## src/rtl/pst_pkg.sv

```systemverilog
// pst_pkg: shared widths, operation and status codes, control structs
// for the process slot table; no dependencies
package pst_pkg;

  localparam int OP_W        = 3;
  localparam int ID_W        = 6;
  localparam int WANT_W      = 2;
  localparam int ST_W        = 2;
  localparam int IN_TDATA_W  = 16;
  localparam int OUT_TDATA_W = 16;

  localparam logic [OP_W-1:0] OP_CREATE = 3'd0;
  localparam logic [OP_W-1:0] OP_RUN    = 3'd1;
  localparam logic [OP_W-1:0] OP_STOP   = 3'd2;
  localparam logic [OP_W-1:0] OP_DELETE = 3'd3;
  localparam logic [OP_W-1:0] OP_FIND   = 3'd4;

  localparam logic [ST_W-1:0] ST_FREE  = 2'd0;
  localparam logic [ST_W-1:0] ST_READY = 2'd1;
  localparam logic [ST_W-1:0] ST_RUN   = 2'd2;
  localparam logic [ST_W-1:0] WANT_ANY = 2'd3;

  typedef enum logic [1:0] {
    S_IDLE,
    S_MATCH,
    S_EXEC
  } state_t;

  typedef struct packed {
    logic load_in;
    logic match;
    logic exec;
  } cmd_t;

  typedef struct packed {
    logic out_stall;
  } sts_t;

endpackage

```

## src/rtl/pst_ctrl.sv

```systemverilog
// pst_ctrl: sequencer for the process slot table
// drives pst_dp through cmd_t, reads sts_t; uses pst_pkg
module pst_ctrl (
  input  logic         clk,
  input  logic         rst_n,
  input  logic         in_tvalid,
  output logic         in_tready,
  input  pst_pkg::sts_t sts,
  output pst_pkg::cmd_t cmd
);
  import pst_pkg::*;

  state_t state_r, state_nxt;

  always_ff @(posedge clk) begin
    if (!rst_n) begin
      state_r <= S_IDLE;
    end else begin
      state_r <= state_nxt;
    end
  end

  always_comb begin
    state_nxt   = state_r;
    in_tready   = 1'b0;
    cmd.load_in = 1'b0;
    cmd.match   = 1'b0;
    cmd.exec    = 1'b0;
    unique case (state_r)
      S_IDLE: begin
        in_tready = 1'b1;
        if (in_tvalid) begin
          cmd.load_in = 1'b1;
          state_nxt   = S_MATCH;
        end
      end
      S_MATCH: begin
        cmd.match = 1'b1;
        state_nxt = S_EXEC;
      end
      S_EXEC: begin
        if (!sts.out_stall) begin
          cmd.exec  = 1'b1;
          in_tready = 1'b1;
          if (in_tvalid) begin
            cmd.load_in = 1'b1;
            state_nxt   = S_MATCH;
          end else begin
            state_nxt = S_IDLE;
          end
        end
      end
      default: begin
        state_nxt = S_IDLE;
      end
    endcase
  end

endmodule

```

## src/rtl/pst_dp.sv

```systemverilog
// pst_dp: slot status registers, match vectors, lowest-set-bit pick
// and result register; controlled by pst_ctrl, uses pst_pkg
module pst_dp #(
  parameter int SLOT_COUNT = 32
) (
  input  logic                      clk,
  input  logic                      rst_n,
  input  pst_pkg::cmd_t             cmd,
  output pst_pkg::sts_t             sts,
  input  logic [pst_pkg::OP_W-1:0]  in_op,
  input  logic [pst_pkg::ID_W-1:0]  in_id,
  input  logic [pst_pkg::WANT_W-1:0] in_want,
  input  logic                      out_tready,
  output logic                      out_tvalid,
  output logic [pst_pkg::ID_W-1:0]  out_fid,
  output logic                      out_ok,
  output logic [pst_pkg::ST_W-1:0]  out_st
);
  import pst_pkg::*;

  localparam int N   = SLOT_COUNT;
  localparam int IDW = $clog2(N + 1);
  localparam int SW  = $clog2(N);
  localparam int CW  = (IDW > ID_W) ? IDW : ID_W;
  localparam int VW  = 2 * N;
  localparam int JW  = $clog2(VW);

  logic [OP_W-1:0]   op_r;
  logic [ID_W-1:0]   id_r;
  logic [WANT_W-1:0] want_r;
  logic [ST_W-1:0]   slot_r [N];
  logic [IDW-1:0]    last_r;
  logic [VW-1:0]     w_r, run_r;
  logic [VW-1:0]     w_nxt, run_nxt;
  logic [ST_W-1:0]   addr_st_r;
  logic              out_valid_r;
  logic [ID_W-1:0]   out_fid_r;
  logic              out_ok_r;
  logic [ST_W-1:0]   out_st_r;

  logic [CW-1:0]     id_ext, last_ext, start;
  logic              id_valid;
  logic [ST_W-1:0]   want_eff;
  logic [SW-1:0]     addr_idx;

  logic [VW-1:0]     iso;
  logic              hit, run_hit;
  logic [JW-1:0]     j;
  logic [SW-1:0]     found_idx;
  logic [IDW-1:0]    found_id;

  logic              wr_en;
  logic [SW-1:0]     wr_idx;
  logic [ST_W-1:0]   wr_val;
  logic              last_en;
  logic [IDW-1:0]    res_fid;
  logic              res_ok;
  logic [ST_W-1:0]   res_st;

  // match vectors: lower half holds ids after the start, upper half wraps
  always_comb begin
    logic m, hi;
    id_ext   = CW'(id_r);
    last_ext = CW'(last_r);
    id_valid = (id_ext != '0) && (id_ext <= CW'(N));
    if (op_r == OP_CREATE) begin
      start    = ((last_ext == '0) || (last_ext > CW'(N))) ? CW'(1) : last_ext;
      want_eff = ST_FREE;
    end else begin
      start    = id_ext;
      want_eff = want_r;
    end
    addr_idx = id_valid ? SW'(id_ext - CW'(1)) : '0;
    for (int i = 0; i < N; i++) begin
      m  = (want_eff == WANT_ANY) ? (slot_r[i] != ST_FREE) : (slot_r[i] == want_eff);
      hi = (CW'(i) >= start);
      w_nxt[i]       = m & hi;
      w_nxt[N+i]     = m & ~hi;
      run_nxt[i]     = (slot_r[i] == ST_RUN) & hi;
      run_nxt[N+i]   = (slot_r[i] == ST_RUN) & ~hi;
    end
  end

  // lowest set bit of the match vector is the next slot in search order
  always_comb begin
    iso     = w_r & (~w_r + VW'(1));
    hit     = |w_r;
    run_hit = |(iso & run_r);
    j       = '0;
    for (int k = 0; k < VW; k++) begin
      if (iso[k]) begin
        j = j | JW'(k);
      end
    end
    found_idx = (j >= JW'(N)) ? SW'(j - JW'(N)) : SW'(j);
    found_id  = IDW'(found_idx) + IDW'(1);
  end

  always_comb begin
    wr_en   = 1'b0;
    wr_idx  = addr_idx;
    wr_val  = addr_st_r;
    last_en = 1'b0;
    res_fid = '0;
    res_ok  = 1'b0;
    res_st  = ST_FREE;
    unique case (op_r)
      OP_CREATE: begin
        if (hit) begin
          wr_en   = 1'b1;
          wr_idx  = found_idx;
          wr_val  = ST_READY;
          last_en = 1'b1;
          res_fid = found_id;
          res_ok  = 1'b1;
          res_st  = ST_READY;
        end
      end
      OP_RUN, OP_STOP, OP_DELETE: begin
        if (id_valid) begin
          wr_idx  = SW'(id_ext - CW'(1));
          res_fid = IDW'(id_ext);
          res_st  = addr_st_r;
          if (op_r == OP_RUN && addr_st_r == ST_READY) begin
            wr_en  = 1'b1;
            wr_val = ST_RUN;
            res_ok = 1'b1;
            res_st = ST_RUN;
          end else if (op_r == OP_STOP && addr_st_r == ST_RUN) begin
            wr_en  = 1'b1;
            wr_val = ST_READY;
            res_ok = 1'b1;
            res_st = ST_READY;
          end else if (op_r == OP_DELETE) begin
            wr_en  = 1'b1;
            wr_val = ST_FREE;
            res_ok = 1'b1;
            res_st = ST_FREE;
          end
        end
      end
      OP_FIND: begin
        if (id_valid && hit) begin
          res_fid = found_id;
          res_ok  = 1'b1;
          if (want_r == WANT_ANY) begin
            res_st = run_hit ? ST_RUN : ST_READY;
          end else begin
            res_st = want_r;
          end
        end
      end
      default: begin
        res_fid = '0;
      end
    endcase
  end

  always_ff @(posedge clk) begin
    if (!rst_n) begin
      for (int i = 0; i < N; i++) begin
        slot_r[i] <= (i == 0) ? ST_RUN : ST_FREE;
      end
      last_r      <= '0;
      out_valid_r <= 1'b0;
    end else begin
      if (cmd.exec && wr_en) begin
        slot_r[wr_idx] <= wr_val;
      end
      if (cmd.exec && last_en) begin
        last_r <= found_id;
      end
      if (cmd.exec) begin
        out_valid_r <= 1'b1;
      end else if (out_tready) begin
        out_valid_r <= 1'b0;
      end
    end
  end

  always_ff @(posedge clk) begin
    if (cmd.load_in) begin
      op_r   <= in_op;
      id_r   <= in_id;
      want_r <= in_want;
    end
    if (cmd.match) begin
      w_r       <= w_nxt;
      run_r     <= run_nxt;
      addr_st_r <= slot_r[addr_idx];
    end
    if (cmd.exec) begin
      out_fid_r <= ID_W'(res_fid);
      out_ok_r  <= res_ok;
      out_st_r  <= res_st;
    end
  end

  assign sts.out_stall = out_valid_r & ~out_tready;
  assign out_tvalid    = out_valid_r;
  assign out_fid       = out_fid_r;
  assign out_ok        = out_ok_r;
  assign out_st        = out_st_r;

endmodule

```

## src/rtl/process_slot_table.sv

```systemverilog
// process_slot_table: top level, streaming ports around pst_ctrl and pst_dp
// uses pst_pkg
//
//   channel  dir  handshake              tdata fields (low bit up)
//   in_      in   in_tvalid/in_tready    operation[2:0] slot_id[8:3] wanted_status[10:9]
//   out_     out  out_tvalid/out_tready  found_id[5:0] ok[6] slot_status[8:7]
//
// each word passes a match state that registers the rotated match vector, then an
// exec state for the lowest-set-bit pick, the slot update and loading the result register
// a new word is taken in the exec state unless the output stalls, as the last one finishes
// reset: slot 1 running, all others free, last allocated slot cleared
// a result held by out_tready still lets one word in; the pick cycle then waits
module process_slot_table #(
  parameter int SLOT_COUNT = 32
) (
  input  logic                             clk,
  input  logic                             rst_n,
  input  logic                             in_tvalid,
  output logic                             in_tready,
  // operation, slot_id, wanted_status, zero fill
  input  logic [pst_pkg::IN_TDATA_W-1:0]   in_tdata,
  output logic                             out_tvalid,
  input  logic                             out_tready,
  // found_id, ok, slot_status, zero fill
  output logic [pst_pkg::OUT_TDATA_W-1:0]  out_tdata
);
  import pst_pkg::*;

  cmd_t            cmd;
  sts_t            sts;
  logic [ID_W-1:0] fid;
  logic            ok;
  logic [ST_W-1:0] st;

  pst_ctrl u_ctrl (
    .clk       (clk),
    .rst_n     (rst_n),
    .in_tvalid (in_tvalid),
    .in_tready (in_tready),
    .sts       (sts),
    .cmd       (cmd)
  );

  pst_dp #(
    .SLOT_COUNT (SLOT_COUNT)
  ) u_dp (
    .clk        (clk),
    .rst_n      (rst_n),
    .cmd        (cmd),
    .sts        (sts),
    .in_op      (in_tdata[OP_W-1:0]),
    .in_id      (in_tdata[OP_W+ID_W-1:OP_W]),
    .in_want    (in_tdata[OP_W+ID_W+WANT_W-1:OP_W+ID_W]),
    .out_tready (out_tready),
    .out_tvalid (out_tvalid),
    .out_fid    (fid),
    .out_ok     (ok),
    .out_st     (st)
  );

  assign out_tdata = {{(OUT_TDATA_W-ID_W-1-ST_W){1'b0}}, st, ok, fid};

endmodule

```

## config.mk

```make
export PLATFORM = sky130hd
export DESIGN_NAME = process_slot_table
export DESIGN_NICKNAME = d
export VERILOG_FILES = /design/src/rtl/pst_pkg.sv /design/src/rtl/pst_ctrl.sv /design/src/rtl/pst_dp.sv /design/src/rtl/process_slot_table.sv
export SDC_FILE = /design/constraint.sdc
export NUM_CORES = 1
export LEC_CHECK = 0
export ABC_AREA = 1
export BUFFER_PORTS_ARGS = -buffer_cell sky130_fd_sc_hd__clkbuf_2
export CORE_MARGIN = 2
export CORE_UTILIZATION = 55
export CTS_CLUSTER_SIZE = 24
export DETAILED_ROUTE_END_ITERATION = 6
export PLACE_DENSITY_LB_ADDON = 0.08
export SLEW_MARGIN = 20
export SYNTH_ARGS = -nofsm -noshare
export SYNTH_HDL_FRONTEND = slang
export SYNTH_SLANG_ARGS = --single-unit
```

## constraint.sdc

```tcl
create_clock -name clk -period 11.9 [get_ports clk]
set_input_delay 2.38 -clock clk [delete_from_list [all_inputs] [get_ports clk]]
set_output_delay 2.38 -clock clk [all_outputs]
set_load 0.1 [all_outputs]
```

Word level (Yosys, flattened, before mapping)
Memory sizes are Yosys's and may differ from the RTL's. A register that Yosys moved wholly into a read port is not among the register bits.
Index checks and enable logic that the tools add are counted.
W data, S select, Z words.
{"block": "totals", "memories": 1, "register_bits": 157, "ramBits": 64}
{"block": "op_classes", "order_cmp": 35, "n_eq_ne": 78, "addsub": 4, "bitwise": 165, "n_mux": 195, "reduce_logical": 48}
{"memory": "u_dp.slot_r", "depth": 32, "width": 2, "rd": 33, "rd_clocked_by_memory_dff": 1, "wr": 32, "line_no": "pst_dp.sv:31", "source": "logic [ST_W-1:0] slot_r [N];"}
{"cell": "$mux W6", "count": 42}
{"cell": "$and A1 B1 Y1", "count": 129}
{"cell": "$and A64 B64 Y64", "count": 2}
{"cell": "$reduce_or A64 Y1", "count": 2}
{"cell": "$mux W5", "count": 23}
{"cell": "$ge A5 B6 Y1 const A", "count": 16}
{"cell": "$mux W1", "count": 74}
{"cell": "$eq A2 B2 Y1 const B", "count": 36}
{"cell": "$mux W2", "count": 35}
{"cell": "$add A64 B1 Y64 const B", "count": 1}
{"cell": "$eq A2 B2 Y1", "count": 32}
{"cell": "$not A64 Y64", "count": 1}
{"cell": "$reduce_bool A2 Y1", "count": 32}
{"cell": "$ge A4 B6 Y1 const A", "count": 8}
{"cell": "$not A1 Y1", "count": 33}
{"cell": "$mux W4", "count": 8}
{"cell": "$ge A3 B6 Y1 const A", "count": 4}
{"cell": "$pmux W6 S3", "count": 1}
{"cell": "$ge A1 B6 Y1 const A", "count": 2}
{"cell": "$ge A2 B6 Y1 const A", "count": 2}
{"cell": "$mux W3", "count": 4}
{"cell": "$pmux W2 S3", "count": 2}
{"cell": "$pmux W5 S2", "count": 1}
{"cell": "$sub A5 B1 Y5 const B", "count": 2}
{"cell": "other kinds (23)", "count": 33}

Longest topological paths before layout
Gate-level depths: netlist of run 1.
{"block": "logic_depth", "word_depth": 72, "ltp_mapped": 17, "mapped_depth_nobuf": 17}

Modules after synthesis
Synthesis of run 1 repeated with hierarchy kept, for this count alone.
{"block": "unflattened", "hier_cells": 1815, "area_unflattened_um2": 14268.7}
{"mod": "pst_dp", "instances": 1, "seq_area_each_um2": 6566.3, "cells_each": 1790, "area_each_um2": 14094.8}
{"mod": "pst_ctrl", "instances": 1, "seq_area_each_um2": 40.0, "cells_each": 16, "area_each_um2": 110.1}
{"mod": "process_slot_table", "instances": 1, "seq_area_each_um2": 0.0, "cells_each": 9, "area_each_um2": 63.8}

Least setup slack after synthesis of run 1
Ideal clock, no wire load.
{"block": "synth_timing", "kind": "reg2reg", "startpoint": "register u_ctrl.state_r[0]", "endpoint": "register u_dp.addr_st_r[0] (read register of u_dp.slot_r) (enable)", "n_path_buf": 0, "required_time_ps": 11276, "slack_ps": 5431, "t_arrival_ps": 5845, "path_stages_with_launch": 3, "path_cell_list": "dfxtp_1 inv_1 nor2_1"}
{"block": "synth_between", "elab_chain_len": 2}
{"item": "start, declared", "line_no": "pst_ctrl.sv:13", "source": "state_t state_r, state_nxt;"}
{"item": "start signal, assigned", "line_no": "pst_ctrl.sv:19", "source": "state_r <= state_nxt;"}
{"item": "$eq A2 B1 Y1", "line_no": "pst_ctrl.sv:29", "source": "unique case (state_r)"}
{"item": "$mux W1", "line_no": "pst_ctrl.sv:29"}
{"item": "end, declared", "line_no": "pst_dp.sv:35", "source": "logic [ST_W-1:0] addr_st_r;"}
No other way between the ends.
A chain may end at the register's enable or synchronous reset.

Worst setup path after layout of run 1
{"block": "layout_timing", "startpoint": "input out_tready", "endpoint": "output in_tready"}
{"block": "layout_between", "elab_chain_len": 5}
{"item": "start, declared", "line_no": "process_slot_table.sv:23", "source": "input logic out_tready,"}
{"item": "$not A1 Y1", "line_no": "pst_dp.sv:199", "source": "assign sts.out_stall = out_valid_r & ~out_tready;"}
{"item": "$and A1 B1 Y1", "line_no": "pst_dp.sv:199"}
{"item": "$mux W1", "line_no": "pst_ctrl.sv:42", "source": "if (!sts.out_stall) begin"}
{"item": "$mux W1", "line_no": "pst_ctrl.sv:29"}
{"item": "$pmux W1 S2", "line_no": "pst_ctrl.sv:29"}
{"item": "end, declared", "line_no": "process_slot_table.sv:19", "source": "output logic in_tready,"}
No other way between the ends. The select of a mux whose other input is x is not followed.

==> summary.txt, run 1 <==
status - completed
PortBufs - 25
Overflow after GRT - 0
Clk Latency, worst-skew pair - 0.53 ns
FP Rows - 57
Layout area overhead - 8.62%
Worst EP required - 9.52 ns
Worst slew margin - 0.355
setup_tns - 0 ns
initial DRC count - 1657
final setup fails - 0
die area - 26300 sq um
Synth Flop Type - edfxtp_1
Inserted Clock Buffers - 23
P_leak - 6.25 nW
CP cell instances - clkbuf_2 -> nor2_1 -> a21oi_1 -> clkbuf_2
Comb power frac - 0.123
Gates resized, CTS repair - 0
Wirelength per Cell - 21.1 um
clk sinks - 223
RSZ-0062 raised after global routing - false
Final Hold Vio Count - 0
largest net degree at the start of global routing - 75
register area - 6610 sq um
largest area contributor in the netlist - edfxtp_1
Crit path arrival time - 3.25 ns
Post-synth EDFFs - 214
footprint of the multi-input gates - 6080 sq um
layout cells sized above 1 - 0.0905
Netlist cell types - 41
ys async rst share - 0
Chip Height - 162 um
cell internal pwr - 0.00135 W
Slew @ Worst Pin - 0.968 ns
Hold WC Path Type - reg -> reg
Net Sw Power - 0.000513 W
slowest cell on the critical path - clkbuf_2
startpoint types - input pin
H-tree levels - 1
Max VDD drop - 0.000125 V
IO Pins - 38
synthesized area per cell - 7.87 sq um
drc violations - 0
Max stage delay on crit path - 0.51 ns
most frequent cells after synthesis - nor2_1, nand2_1, inv_1
max frequency - 178 MHz
Synth top area share - 0.467
die width - 162 um
Crit Path Category - in -> out
most numerous cell in the Yosys netlist - nor2_1
DR vias/cell - 5.85
Clock Power Share - 0.375
Crit path buffers/inverters - 2
setup bufs post-CTS - 0
Synth warnings - 0
Top Family by Delay on Critical Path - buffers and inverters
Crit. End Element - output port
critical path fanouts, max - 3
hold_buf cts - 0
Post-layout nets - 1796
top cells by area, synth - edfxtp_1, nor2_1, nand2_1
final number of max-transition violations - 0
Tmin final - 5.63 ns
Seq cells post-synth - 223
final WL - 44.5 mm
number of global-route vias before repair - 11100
PD cells - 125 nW/um^2
switching power share of the total - 0.275
root buffer cell - clkbuf_16
post-synthesis cell count - 1747
core box area - 24500 sq um
Max-Cap Viols - 0
initial antenna violation count - 0
clock slew at reported path FFs - 0.05 ns
routed vias - 12400
worst hold margin - 0.518 ns
Top cell by count, worst path - clkbuf_2
# diodes - 0
sequential area share after synthesis - 0.480
CTS tree - yes
Layout fillers - 2244
initial core utilization - 0.562
Netlist Area Pre-Place - 13800 sq um
Routability Congestion - 0.986
Antenna Violating Nets Remaining - 0
first-pass GRT wire length - 67.1 mm
clk_skew - 0.0332 ns
Tcrit/Tclk final - 0.473
GRT Util Overall - 0.343
CTS max path bufs - 3
HPWL after detailed placement - 35.9 mm
DRT Pass-1 Iters - 6
Reg power frac - 0.502
## worst paths after layout
kind	from	end	slack, ns	cells after the start
max	out_tready	in_tready	6.27	4
min reg2reg	u_ctrl.state_r[0]	u_ctrl.state_r[1]	0.52	1
max reg2reg	u_dp.id_ext[0]	u_dp.addr_st_r[0]	8.10	15
min	u_ctrl.state_r[0]	u_ctrl.state_r[1]	0.52	1
## metrics by stage
stage          worst slack [ns]   util  std cells  cell area (sq um)  power (W)
2_1_floorplan              5.43      -       1753              13800    0.00110
3_3_place_gp               6.31  0.580       2072              14200    0.00117
3_5_place_dp               6.26  0.580       2072              14200    0.00117
4_1_cts                    6.26  0.611       2114              14900    0.00187
5_1_grt                    6.23  0.611       2114              14900    0.00192
6_report                   6.27  0.611       2114              14900    0.00187
## final cells by class
class | instances | area share
flip-flops and latches | 223 | 0.442
multi-input cells | 1246 | 0.407
inverters | 247 | 0.0622
clock buffers | 24 | 0.0388
well taps | 324 | 0.0271
repair buffers | 32 | 0.0119
clock inverters | 18 | 0.0110
## cell families after synthesis
logic type / synth area share
and+or+nand+nor: 0.360
buffers and inverters: 0.0818
DFF: 0.480
AOI/OAI and AO/OA: 0.0731
xor gates and xnor gates: 0.00191
adders and majority gates: 0.00273
other: 0.000273
## power by group through the flow
stage               Sequential, W  Combinational (W)  Clock, W
CTS                      0.000934           0.000225  0.000706
floorplan                0.000941           0.000161         0
finish                   0.000937           0.000229  0.000700
global route             0.000938           0.000250  0.000736
detailed placement       0.000951           0.000224         0
global placement         0.000950           0.000221         0
## sequential cells by signal, indices dropped and copies added, names as in the netlist
signal           flops
u_dp.out_tvalid      1
u_dp.out_fid         6
u_dp.op_r            3
u_ctrl.state_r       2
u_dp.out_st          2
u_dp.w_r            64
u_dp.slot_r         64
u_dp.want_r          2
u_dp.run_r          64
u_dp.out_ok          1
u_dp.addr_st_r       2
u_dp.last_ext        6
u_dp.id_ext          6
## per-layer routing
| metal | track usage | vias up | share of wire |
|---|---|---|---|
| li1 | - | 5887 | - |
| met1 | 0.495 | 5681 | 0.41 |
| met2 | 0.523 | 685 | 0.44 |
| met3 | 0.0414 | 114 | 0.095 |
| met4 | 0.153 | 0 | 0.055 |
| met5 | 0 | - | 0 |
## cells in the final DEF, fill, tap and decap left out, types with 6 or more instances in the layout
| master | instances |
|---|---|
| nor2_1 | 360 |
| o311ai_0 | 18 |
| nand2_2 | 20 |
| nand2_4 | 7 |
| clkinv_2 | 6 |
| clkbuf_16 | 23 |
| nor3_1 | 80 |
| dfxtp_1 | 9 |
| nor2_4 | 17 |
| nor2_8 | 6 |
| nor2_2 | 12 |
| o22ai_1 | 14 |
| a21oi_1 | 28 |
| edfxtp_1 | 214 |
| o211ai_1 | 24 |
| o21ai_0 | 37 |
| a31oi_1 | 10 |
| nand3_2 | 22 |
| inv_1 | 243 |
| buf_4 | 7 |
| nand2_1 | 350 |
| nand3_1 | 160 |
| nand4_1 | 33 |
| clkbuf_2 | 25 |
| o221ai_1 | 12 |
| clkinv_1 | 6 |
| conb_1 | 7 |
## worst reg2reg max path, delay by kind of cell, from the launching register on
family,cells,cell delay (ns)
compound gates,3,0.56
fa+ha+maj,1,0.20
buf+inv,2,0.74
flops,1,0.67
simple gates,9,1.40
Power figures use the tool's default switching activity.
==> inputs of run 2 (changes only) <==
==> constraint.sdc (replaced) <==
create_clock -name clk -period 5.3 [get_ports clk]
set_input_delay 1.06 -clock clk [delete_from_list [all_inputs] [get_ports clk]]
set_output_delay 1.06 -clock clk [all_outputs]
set_load 0.1 [all_outputs]
==> summary.txt, run 2 (synthesis gave the netlist of run 1 again) <==
Crit. End Element - flop (was output port)
clk_skew - 0.0196 ns (was 0.0332 ns)
Routability Congestion - 0.980 (was 0.986)
Layout area overhead - 9.04% (was 8.62%)
Worst EP required - 5.55 ns (was 9.52 ns)
Tmin final - 3.52 ns
# diodes - 0 (unchanged)
Crit Path Category - reg -> reg (was in -> out)
final setup fails - 0 (unchanged)
first-pass GRT wire length - 67.2 mm (was 67.1 mm)
cell internal pwr - 0.00307 W (was 0.00135 W)
GRT Util Overall - 0.345 (was 0.343)
core box area - 24500 sq um (unchanged)
Hold WC Path Type - reg -> reg (unchanged)
status - completed (unchanged)
HPWL after detailed placement - 36.0 mm (was 35.9 mm)
clock slew at reported path FFs - 0.06 ns (was 0.05 ns)
layout cells sized above 1 - 0.0915 (was 0.0905)
Clk Latency, worst-skew pair - 0.54 ns (was 0.53 ns)
final number of max-transition violations - 0 (unchanged)
CTS tree - yes (unchanged)
Antenna Violating Nets Remaining - 0 (unchanged)
Max-Cap Viols - 0 (unchanged)
RSZ-0062 raised after global routing - false (unchanged)
Reg power frac - 0.497 (was 0.502)
Overflow after GRT - 0 (unchanged)
Clock Power Share - 0.380 (was 0.375)
largest net degree at the start of global routing - 131 (was 75)
drc violations - 0 (unchanged)
CTS max path bufs - 3 (unchanged)
Tcrit/Tclk final - 0.664
setup_tns - 0 ns (unchanged)
initial core utilization - 0.562 (unchanged)
switching power share of the total - 0.273 (was 0.275)
PD cells - 282 nW/um^2 (was 125 nW/um^2)
DR vias/cell - 5.85 (about the same)
RR Startpoint - u_dp.id_ext[0] (unchanged)
Comb power frac - 0.123 (about the same)
register area - 6610 sq um (unchanged)
crit path from - u_dp.id_ext[0] (was out_tready)
root buffer cell - clkbuf_16 (unchanged)
Hold Startpoint - u_ctrl.state_r[0] (unchanged)
max frequency - 284 MHz
most common library cell in the layout ignoring fill and taps - nor2_1 (unchanged)
Post-layout nets - 1801 (was 1796)
DRT Pass-1 Iters - 6 (unchanged)
critical path fanouts, max - 32 (was 3)
final cell count without fillers - 2116 (was 2114)
initial DRC count - 1491 (was 1657)
die width - 162 um (unchanged)
most frequent cells in the layout - nor2_1, nand2_1, inv_1 (unchanged)
footprint of the multi-input gates - 6080 sq um (unchanged)
H-tree levels - 1 (unchanged)
Gates resized, CTS repair - 0 (unchanged)
Slew @ Worst Pin - 0.935 ns (was 0.968 ns)
Inserted Clock Buffers - 24 (was 23)
Net Sw Power - 0.00115 W (was 0.000513 W)
hold_buf cts - 0 (unchanged)
total chip power - 0.00422 W (was 0.00187 W)
Crit path arrival time - 3.77 ns (was 3.25 ns)
Chip Height - 162 um (unchanged)
Final Hold Vio Count - 0 (unchanged)
die area - 26300 sq um (unchanged)
final WL - 45.1 mm (was 44.5 mm)
largest registers - u_dp.run_r x64, u_dp.slot_r x64, u_dp.w_r x64 (unchanged)
routed vias - 12400 (about the same)
Worst slew margin - 0.375 (was 0.355)
worst hold margin - 0.502 ns (was 0.518 ns)
Layout fillers - 2231 (was 2244)
IO Pins - 38 (unchanged)
number of global-route vias before repair - 11300 (was 11100)
P_leak - 6.27 nW (was 6.25 nW)
setup bufs post-CTS - 0 (unchanged)
Wirelength per Cell - 21.3 um (was 21.1 um)
PortBufs - 25 (unchanged)
Placed Cells - 2076 (was 2072)
Max VDD drop - 0.000320 V (was 0.000125 V)
startpoint types - flop (was input pin)
initial antenna violation count - 0 (unchanged)
FP Rows - 57 (unchanged)
clk sinks - 223 (unchanged)
run 2: cell types whose count changed in the layout (fill, tap and decap cells not counted):
| cell | previous run | this run |
|---|---|---|
| buf_12 | 0 | 1 |
| buf_4 | 7 | 10 |
| clkbuf_1 | 1 | 4 |
| clkbuf_16 | 23 | 24 |
| clkinv_1 | 6 | 3 |
| clkinv_16 | 0 | 1 |
| clkinv_2 | 6 | 4 |
| clkinv_4 | 4 | 2 |
| clkinvlp_4 | 0 | 1 |
| inv_16 | 1 | 0 |
run 2: metal layers:
| layer | global-route usage | routed length [um] | up-vias |
|---|---|---|---|
| met5 | 0 | 0 | - |
| met4 | 0.168 | 2390 | 0 |
| met3 | 0.0419 | 4560 | 102 |
| met2 | 0.537 | 19900 | 672 |
| met1 | 0.483 | 18300 | 5706 |
| li1 | - | - | 5899 |
run 2: metrics by stage:
step / util / area [sq um] / setup WS [ns]
after global placement: 0.582 / 14200 / 1.83
after floorplan: - / 13800 / 1.09
final: 0.613 / 15000 / 1.78
after detailed placement: 0.582 / 14200 / 1.79
after CTS: 0.613 / 15000 / 1.78
after global routing: 0.613 / 15000 / 1.52
run 2: area by class of cell:
cell class / instances / share of cell area
inverters: 247 / 0.0620
clock inverters: 12 / 0.00951
multi-input cells: 1246 / 0.405
clock buffers: 28 / 0.0410
well taps: 324 / 0.0270
repair buffers: 36 / 0.0147
flip-flops and latches: 223 / 0.440
run 2: power by group through the flow:
| stage | clock network [W] | logic (W) | registers, W |
|---|---|---|---|
| 4_1_cts | 0.00162 | 0.000509 | 0.00210 |
| 3_3_place_gp | 0 | 0.000499 | 0.00213 |
| 2_1_floorplan | 0 | 0.000361 | 0.00211 |
| 6_report | 0.00161 | 0.000518 | 0.00210 |
| 5_1_grt | 0.00169 | 0.000564 | 0.00210 |
| 3_5_place_dp | 0 | 0.000507 | 0.00213 |
run 2: worst paths after layout:
path                                     endpoint  slack [ns]  cells after the start
worst max-delay path            u_dp.slot_r[2][0]        1.78                     13
worst min register to register  u_ctrl.state_r[1]        0.50                      1
worst max register to register  u_dp.slot_r[2][0]        1.78                     13
worst min-delay path            u_ctrl.state_r[1]        0.50                      1
run 2: worst max-delay path, cell delays in order, from the launching register on:
cell and delay [ns]:
edfxtp_1 0.35, buf_4 0.21, inv_1 0.25, ha_1 0.21, nor3b_1 0.31, nand3_1 0.14
nand2_2 0.21, inv_1 0.09, nand2_1 0.22, inv_1 0.18, nand3_1 0.10, nand2_1 0.10
a21oi_4 0.70, nor3_1 0.14
==> inputs of run 3 (changes only) <==
==> constraint.sdc (replaced) <==
create_clock -name clk -period 3.2 [get_ports clk]
set_input_delay 0.64 -clock clk [delete_from_list [all_inputs] [get_ports clk]]
set_output_delay 0.64 -clock clk [all_outputs]
set_load 0.1 [all_outputs]
==> summary.txt, run 3 (synthesis gave the netlist of run 1 again) <==
switching power share of the total - 0.276 (was 0.273)
FF-to-FF setup slack - 0.07 ns (was 1.78 ns)
Wirelength per Cell - 21.4 um (was 21.3 um)
DR vias/cell - 5.81 (was 5.85)
total chip power - 0.00691 W (was 0.00422 W)
CTS max path bufs - 3 (unchanged)
Max VDD drop - 0.000429 V (was 0.000320 V)
HPWL after detailed placement - 38.1 mm (was 36.0 mm)
final setup fails - 0 (unchanged)
die area - 26300 sq um (unchanged)
startpoint types - flop (unchanged)
initial antenna violation count - 0 (unchanged)
Hold Startpoint - in_tdata[4] (was u_ctrl.state_r[0])
Finished Cell Area - 15800 sq um (was 15000 sq um)
Inserted Clock Buffers - 23 (was 24)
Final Hold Vio Count - 0 (unchanged)
Clk Latency, worst-skew pair - 0.55 ns (was 0.54 ns)
register area - 6610 sq um (unchanged)
number of global-route vias before repair - 11900 (was 11300)
layout cells sized above 1 - 0.147 (was 0.0915)
Routability Congestion - 1.03 (was 0.980)
hold_buf cts - 0 (unchanged)
final number of max-transition violations - 0 (unchanged)
hold path cells - 1 (unchanged)
status - completed (unchanged)
most frequent cells in the layout - nand2_1, nor2_1, inv_1 (was nor2_1, nand2_1, inv_1)
Max-Cap Viols - 0 (unchanged)
core box area - 24500 sq um (unchanged)
PortBufs - 25 (unchanged)
Slew @ Worst Pin - 0.758 ns (was 0.935 ns)
Crit. End Element - flop (unchanged)
IO Pins - 38 (unchanged)
critical path fanouts, max - 9 (was 32)
die width - 162 um (unchanged)
Worst slew margin - 0.489 (was 0.375)
P_leak - 6.71 nW (was 6.27 nW)
Crit path arrival time - 3.35 ns (was 3.77 ns)
root buffer cell - clkbuf_16 (unchanged)
Overflow after GRT - 0 (unchanged)
# diodes - 0 (unchanged)
Crit Path Category - reg -> reg (unchanged)
Chip Height - 162 um (unchanged)
Worst EP required - 3.42 ns (was 5.55 ns)
routed vias - 12900 (was 12400)
max frequency - 320 MHz (was 284 MHz)
footprint of the multi-input gates - 6160 sq um (was 6080 sq um)
H-tree levels - 1 (unchanged)
Reg power frac - 0.503 (was 0.497)
DRT Pass-1 Iters - 6 (unchanged)
GRT Util Overall - 0.360 (was 0.345)
Clock Power Share - 0.360 (was 0.380)
clock slew at reported path FFs - 0.06 ns (about the same)
Post-layout nets - 1894 (was 1801)
clk sinks - 223 (unchanged)
RR Startpoint - u_dp.w_r[37] (was u_dp.id_ext[0])
clk_skew - 0.0413 ns (was 0.0196 ns)
initial core utilization - 0.562 (unchanged)
final WL - 47.2 mm (was 45.1 mm)
FF-to-FF path depth - 19 (was 13)
Hold Crit Endpoint - u_dp.id_ext[1] (was u_ctrl.state_r[1])
FP Rows - 57 (unchanged)
Net Sw Power - 0.00191 W (was 0.00115 W)
Reg2Reg Capture Point - u_dp.slot_r[28][0] (was u_dp.slot_r[2][0])
most common library cell in the layout ignoring fill and taps - nand2_1 (was nor2_1)
RSZ-0062 raised after global routing - true (was false)
cell internal pwr - 0.00501 W (was 0.00307 W)
initial DRC count - 1458 (was 1491)
first-pass GRT wire length - 70.3 mm (was 67.2 mm)
Comb power frac - 0.137 (was 0.123)
CTS tree - yes (unchanged)
Post-Place Cell Area - 15000 sq um (was 14200 sq um)
Layout area overhead - 14.9% (was 9.04%)
PD cells - 438 nW/um^2 (was 282 nW/um^2)
Tmin final - 3.13 ns (was 3.52 ns)
largest net degree at the start of global routing - 65 (was 131)
largest registers - u_dp.run_r x64, u_dp.slot_r x64, u_dp.w_r x64 (unchanged)
Hold WC Path Type - in -> reg (was reg -> reg)
drc violations - 0 (unchanged)
crit path from - u_dp.w_r[37] (was u_dp.id_ext[0])
Antenna Violating Nets Remaining - 0 (unchanged)
Layout fillers - 2162 (was 2231)
Tcrit/Tclk final - 0.977 (was 0.664)
run 3: critical path, cell delays in order (launching register included):
cell      delay [ns]
edfxtp_1        0.53
nor2_1          0.13
nand2_1         0.10
nor2_1          0.05
inv_1           0.09
nor2_1          0.05
buf_4           0.15
nand3_1         0.24
nand2_1         0.08
nor2_1          0.11
nand2_1         0.08
nor2_1          0.27
nand2_2         0.12
nand2_1         0.09
nand2_2         0.09
buf_4           0.16
nor2_4          0.10
buf_12          0.14
nand3_2         0.09
nand2_1         0.13
run 3: what timing repair did:
| item | in CTS | in global routing |
|---|---|---|
| hold endpoints to repair | 0 | 0 |
| resized for setup | 2 | 29 |
| buffers inserted | 0 | 7 |
| pin swaps | 0 | 7 |
| endpoints found under the setup margin | 17 | 120 |
run 3: worst max path at each step:
stage / to / cells after the start
floorplan: u_dp.addr_st_r[0] / 2
global placement: u_dp.slot_r[24][1] / 14
detailed placement: u_dp.slot_r[2][1] / 16
CTS: u_dp.slot_r[28][0] / 15
global route: u_dp.slot_r[5][0] / 17
finish: u_dp.slot_r[28][0] / 19
run 3: final cells by class:
class | instances | share of cell area
sequential | 223 | 0.418
multi-input combinational | 1246 | 0.390
timing repair buffer | 130 | 0.0641
inverter | 247 | 0.0588
clock buffer | 32 | 0.0386
tap | 324 | 0.0257
clock inverter | 8 | 0.00467
run 3: power by group through the flow:
stage               clock network, W  registers [W]  logic, W
floorplan                          0        0.00349  0.000598
CTS                          0.00251        0.00347  0.000913
detailed placement                 0        0.00353  0.000909
global placement                   0        0.00352  0.000893
global route                 0.00261        0.00348   0.00102
finish                       0.00249        0.00348  0.000945
run 3: routing by layer:
metal | global-route usage | wire, um
met1 | 0.493 | 18900
met2 | 0.582 | 21600
met3 | 0.0506 | 4580
met4 | 0.146 | 2120
met5 | 0 | 0
run 3: per-stage QoR:
step	std cells	TNS (ns)	worst slack [ns]	hold WS [ns]	utilization
after global placement	2163	0	0.00671	0.503	0.611
final	2210	0	0.0721	0.300	0.646
after CTS	2203	0	0.0161	0.288	0.640
after floorplan	1753	0	0.434	0.481	-
after global routing	2210	-0.470	-0.0318	0.288	0.646
after detailed placement	2163	-0.236	-0.0401	0.516	0.611
